## src/rtl/core/pidsl_pkg.sv

```systemverilog
// pidsl_pkg: shared widths, register indexes and operand types for the
// pid controller core with slew and windup limits
// no dependencies
`timescale 1ns / 1ps

package pidsl_pkg;

   // fixed point format of error, gains and drive
   localparam int unsigned FRAC_BITS = 16;

   // field and state widths
   localparam int unsigned DATA_W  = 32;
   localparam int unsigned SUM_W   = 48;
   localparam int unsigned LIMIT_W = 47;
   localparam int unsigned STEP_W  = 31;

   // term unit: split multiply of a 47 bit magnitude by a 32 bit magnitude
   localparam int unsigned OP_A_W  = 47;
   localparam int unsigned OP_B_W  = 32;
   localparam int unsigned SPLIT_W = 24;
   localparam int unsigned PROD_W  = OP_A_W + OP_B_W;
   localparam int unsigned TERM_W  = 62;
   localparam int unsigned TOTAL_W = TERM_W + 1;

   // largest term magnitude, 2^60
   localparam logic [PROD_W-1:0] TERM_CAP = {{(PROD_W-61){1'b0}}, 1'b1, 60'd0};

   // configuration register indexes
   typedef enum logic [2:0] {
      CSR_PROP_GAIN        = 3'd0,
      CSR_INTEG_GAIN       = 3'd1,
      CSR_DERIV_GAIN       = 3'd2,
      CSR_ACCUMULATE_BOUND = 3'd3,
      CSR_SUM_LIMIT        = 3'd4,
      CSR_SLEW_STEP        = 3'd5,
      CSR_DRIVE_LIMIT      = 3'd6
   } csr_index_type;

   // one signed product request, given as sign and magnitudes
   typedef struct packed {
      logic              neg;
      logic [OP_A_W-1:0] a_mag;
      logic [OP_B_W-1:0] b_mag;
   } term_op_type;

endpackage

```

## src/rtl/core/pidsl_term.sv

```systemverilog
// pidsl_term: two stage product unit, (a * b) >> FRAC_BITS toward zero,
// magnitude capped at 2^60, signed result
// depends on pidsl_pkg
`timescale 1ns / 1ps

module pidsl_term (
   input  logic                                  clock,
   input  logic                                  advance,
   input  pidsl_pkg::term_op_type                op,
   output logic signed [pidsl_pkg::TERM_W-1:0]   term
);
   import pidsl_pkg::*;

   logic [SPLIT_W+OP_B_W-1:0]        lo_ff, lo_in;
   logic [OP_A_W-SPLIT_W+OP_B_W-1:0] hi_ff, hi_in;
   logic                             neg_ff;
   logic [PROD_W-1:0]                prod;
   logic [PROD_W-1:0]                shifted;
   logic [TERM_W-1:0]                mag;
   logic signed [TERM_W-1:0]         term_ff, term_in;

   // partial products on the low and high slices of a
   assign lo_in = op.a_mag[SPLIT_W-1:0] * op.b_mag;
   assign hi_in = op.a_mag[OP_A_W-1:SPLIT_W] * op.b_mag;

   // recombine, scale, cap and apply sign
   assign prod    = {hi_ff, {SPLIT_W{1'b0}}} + PROD_W'(lo_ff);
   assign shifted = prod >> FRAC_BITS;
   assign mag     = (shifted > TERM_CAP) ? TERM_CAP[TERM_W-1:0] : shifted[TERM_W-1:0];
   assign term_in = neg_ff ? -$signed(mag) : $signed(mag);

   // stage registers
   always_ff @(posedge clock) begin
      if (advance) begin
         lo_ff   <= lo_in;
         hi_ff   <= hi_in;
         neg_ff  <= op.neg;
         term_ff <= term_in;
      end
   end

   assign term = term_ff;

endmodule

```

## config.mk

```make
export PLATFORM = sky130hd
export DESIGN_NAME = pidsl_term
export DESIGN_NICKNAME = d
export VERILOG_FILES = /design/src/rtl/core/pidsl_pkg.sv /design/src/rtl/core/pidsl_term.sv
export SDC_FILE = /design/constraint.sdc
export NUM_CORES = 2
export LEC_CHECK = 0
export ABC_AREA = 1
export BUFFER_PORTS_ARGS = -buffer_cell sky130_fd_sc_hd__buf_2
export CAP_MARGIN = 10
export CORE_MARGIN = 3
export CORE_UTILIZATION = 57
export CTS_CLUSTER_SIZE = 12
export DETAILED_ROUTE_END_ITERATION = 7
export GPL_ROUTABILITY_DRIVEN = 0
export GPL_TIMING_DRIVEN = 0
export HOLD_SLACK_MARGIN = 0.06
export PLACE_DENSITY = 0.74
export SLEW_MARGIN = 20
export SYNTH_ARGS = -nofsm -noshare
export SYNTH_HDL_FRONTEND = slang
export SYNTH_SLANG_ARGS = --single-unit
```

## constraint.sdc

```tcl
create_clock -name clock -period 10 [get_ports clock]
set_clock_uncertainty 0.2 [all_clocks]
set_input_delay 2 -clock clock [delete_from_list [all_inputs] [get_ports clock]]
set_output_delay 2 -clock clock [all_outputs]
set_load 0.01 [all_outputs]
```

==> implementation parameters <==
Parameter                              Value

Detailed routing
  Post-detailed-route DRC marker count ... 0
  Vias ... 54400
  Routed length per placed instance ... ~23 um
  Number of nets with antenna violations after routing ... 0
  First-pass detailed-route iteration total ... 7
  Wire length reported by the detailed router ... 223 mm
  Post-DR vias/cell ... 5.70
  Initial drt markers ... 7082

Layout
  Filler-free cell count of the finished design ... 9543
  Share of cells above drive strength 1 ... 0.0414
  Fill cell instance count of the final layout ... ~9400
  Area growth from synthesis to final layout ... 5.33%
  Post-layout net count ... 9889

STA
  Worst Slack Setup Final ... -0.157 ns
  Maximum clock rate ... 98.5 MHz
  Number of endpoints with negative hold slack in the final report ... 0
  Time the final worst path needs with I/O delays and setup ... a little over 10 ns
  RSZ-0062 raised after global routing ... yes
  Slew margin rel. ... 0.128
  Least-Margin Pin Slew ... 1.31 ns
  Share of the cycle needed by the critical path after routing ... 1.02
  Finish-stage setup viols ... 1
  Pins Over Slew Limit ... 0
  Setup TNS ... -0.157 ns

Clocking
  Number of buffers created by CTS ... 17
  # clock sinks ... 158
  Root buffer cell ... sky130_fd_sc_hd__clkbuf_16
  Depth of the CTS H-tree ... 4
  Post-CTS Setup Repair Bufs ... 0
  Hold buffers post-CTS ... 0
  Maximum clock insertion buffer count ... 2
  CTS clk-pin slew, worst paths ... 0.06 ns
  Clock tree from TritonCTS ... done
  Clock latency at the later pin of the worst-skew pair ... between 0.4 and 0.5 ns

Die
  Overall die width ... ~330 um
  Full die area ... 110000 um2
  Die extent in y ... 332 um
  Area inside the core boundary ... 105000 um2
  Starting Density ... 0.580
  Floorplan row count ... roughly 120
  Top-Level Pins ... 144

Min path
  Kind of path behind the tightest hold check ... flop to flop
  End point of the worst hold path ... term[0]
  Hold Crit Start ... lo_ff[16]
  Worst Hold Depth ... 2

Worst setup path
  CP arrival ... between 10 and 15 ns
  Reg-to-Reg End ... term[60]
  Worst-case register-to-register setup slack ... about 4.3 ns
  Worst stage delay on the critical path ... 0.87 ns
  Cell repeated most along the worst path ... sky130_fd_sc_hd__fa_1
  Number of cells on the worst reg-to-reg path ... 35
  Crit Path Category ... primary input to flop
  Crit path buf inv count ... 5
  Crit Reg-Reg Startpoint ... lo_ff[24]
  Critical-path cell with the highest stage delay ... sky130_fd_sc_hd__clkbuf_1
  Data required time of the critical path ... 9.95 ns
  Crit path launch type ... primary input
  Ordered cell list for the critical path ... clkbuf_2, clkbuf_1, nand2_1, fa_1, fa_1, inv_1, fa_1, fa_1, fa_1, fa_1, inv_1, fa_1, inv_1, ha_1, a21oi_2, o21ai_0, a21oi_1, nor2_1, a2111oi_0, o21ai_0, a31oi_1, xor2_1
  Cell family contributing the most delay on the critical path ... adder cells
  Largest driver fanout on the critical path ... 10
  Worst Setup End Kind ... flop

Global routing
  Initial antenna violation count ... 15
  Remaining global-route overflow ... 0
  Global-route wire length before repair ... 333 mm
  Overall routing resource usage ... 0.408
  Largest net degree at the start of global routing ... 96
  Via count of the first global-routing pass ... 55800

Synth
  Largest family of logic cells by synthesized area ... adder cells
  Cell type with the highest aggregate area in the netlist ... sky130_fd_sc_hd__fa_1
  Post-synthesis compound-gate area fraction ... 0.0377
  Post-synthesis sequential area ratio ... 0.0783
  Mux contribution to synthesized area ... 0
  Yosys warns ... 0
  Adder-Cell Fraction of Synth Area ... 0.505
  Cells taking the most area after synthesis ... sky130_fd_sc_hd__fa_1 (42%), sky130_fd_sc_hd__inv_1 (15%), sky130_fd_sc_hd__nand2_1 (14%)
  Number of distinct library cells after synthesis ... 57
  Area share of the largest cell type after synthesis ... 0.424
  Gate count after technology mapping ... 7999
  Area share of xor/xnor cells in the synthesized design ... 0.0194
  Prevailing post-synth register cell ... sky130_fd_sc_hd__edfxtp_1
  Proportion of register bits with asynchronous set or reset after synthesis ... 0
  Combined area of all synthesized cells ... 60600 um2
  Mean cell area of the mapped netlist ... 7.58 um2
  Area share of and/or/nand/nor cells after synthesis ... 0.186
  Net count after synthesis ... 9758
  Post-synthesis register bit count ... 158
  EDFF count, synth ... 158

Status
  Violations in the final reports ... setup timing
  Outcome ... complete, but fails checks

Job
  Max Cap Violations ... 0

Placement
  Number of port buffers ... approximately 110
  Number of cells in the design after placement ... 9492
  HPWL Detailed ... 183 mm
## stage by stage
step                hold WS, ns  instance area [um2]   util  worst slack (ns)
floorplan                 0.357                60600      -              1.34
global placement          0.426                62900  0.602            -0.985
detailed placement        0.416                63000  0.602             -1.01
CTS                       0.434                63700  0.609           -0.0558
global route              0.486                63800  0.610           -0.0236
finish                    0.424                63800  0.611            -0.157
## state kept, by name (all words and copies together), names as in the netlist
signal,cells
hi_ff,55
lo_ff,40
neg_ff,1
term,62
## worst min-delay path, cell delays in order, from the launching register on
cell and delay (ns):
sky130_fd_sc_hd__edfxtp_1 0.39, sky130_fd_sc_hd__nand2_1 0.09, sky130_fd_sc_hd__inv_1 0.05
## Yosys cell counts, drive strengths merged (3+ instances only)
cell,n
a21o,5
edfxtp,158
fa,1285
a21oi,166
o21bai,8
or2,10
o21ai,97
clkbuf,232
inv,2464
nand2,2352
o221ai,4
o21a,15
nand3,119
o41ai,14
nor4,5
nor3,21
nor2,290
o31ai,21
o211ai,7
a31oi,28
o221a,3
buf,89
nand4,42
ha,392
xnor2,41
nand3b,21
xor2,93
## layout by cell type, fill, tap and decap left out, drive strengths merged, types with 7 or more instances in the layout
master,instances
o31ai,21
or2,10
nand2,2352
nand3,119
o211ai,7
o21bai,8
inv,2469
o41ai,14
ha,392
buf,152
xor2,93
o21ai,97
nor2,290
o21a,15
fa,1285
nand3b,21
xnor2,41
nor3,21
edfxtp,158
clkbuf,280
a31oi,28
clkdlybuf4s15,18
a21oi,166
diode,20
nand4,42
## layer usage
layer / up-vias / GRT usage / part of all wire
met5: - / 0 / 0.00076
met4: 8 / 0.316 / 0.11
met3: 1261 / 0.171 / 0.16
met2: 4289 / 0.585 / 0.40
met1: 25900 / 0.486 / 0.33
li1: 22900 / - / -
## cell families (layout without fill, tap and decap cells)
kind of cell	after synthesis	after routing
flip-flops	158	158
other	0	20
adder cells (fa/ha/maj)	1677	1677
XOR/XNOR	134	134
AO/OA/AOI/OAI	382	382
buffers and inverters	2786	2930
AND/OR/NAND/NOR	2862	2862
## worst max path at each step
stage          depth (start not counted)   start        end  slack (ns)
3_5_place_dp                          24  op[24]  lo_ff[52]       -1.01
3_3_place_gp                          24  op[24]  lo_ff[52]       -0.98
5_1_grt                               22  op[21]  lo_ff[53]       -0.02
6_report                              22  op[21]  lo_ff[53]       -0.16
2_1_floorplan                         32   op[8]  hi_ff[48]        1.34
4_1_cts                               24  op[23]  lo_ff[52]       -0.06
## layout make-up
type,count,area (um2),area share
diodes,20,50.0,0.000784
clock buffers,18,429,0.00672
flip-flops and latches,158,4740,0.0743
multi-input cells,5055,45400,0.711
plain buffers,320,1530,0.0240
inverters,2465,9250,0.145
clock inverters,14,131,0.00206
repair buffers,113,598,0.00937
well taps,1380,1730,0.0270
## repair_timing
item / in CTS / in global routing
pin swaps: 0 / 0
setup endpoints to repair: 17 / 28
resized for setup: 50 / 149
Power is left out: the tool's default activity adds up to more than one toggle a clock period on the data nets, which glitch-free logic cannot reach.
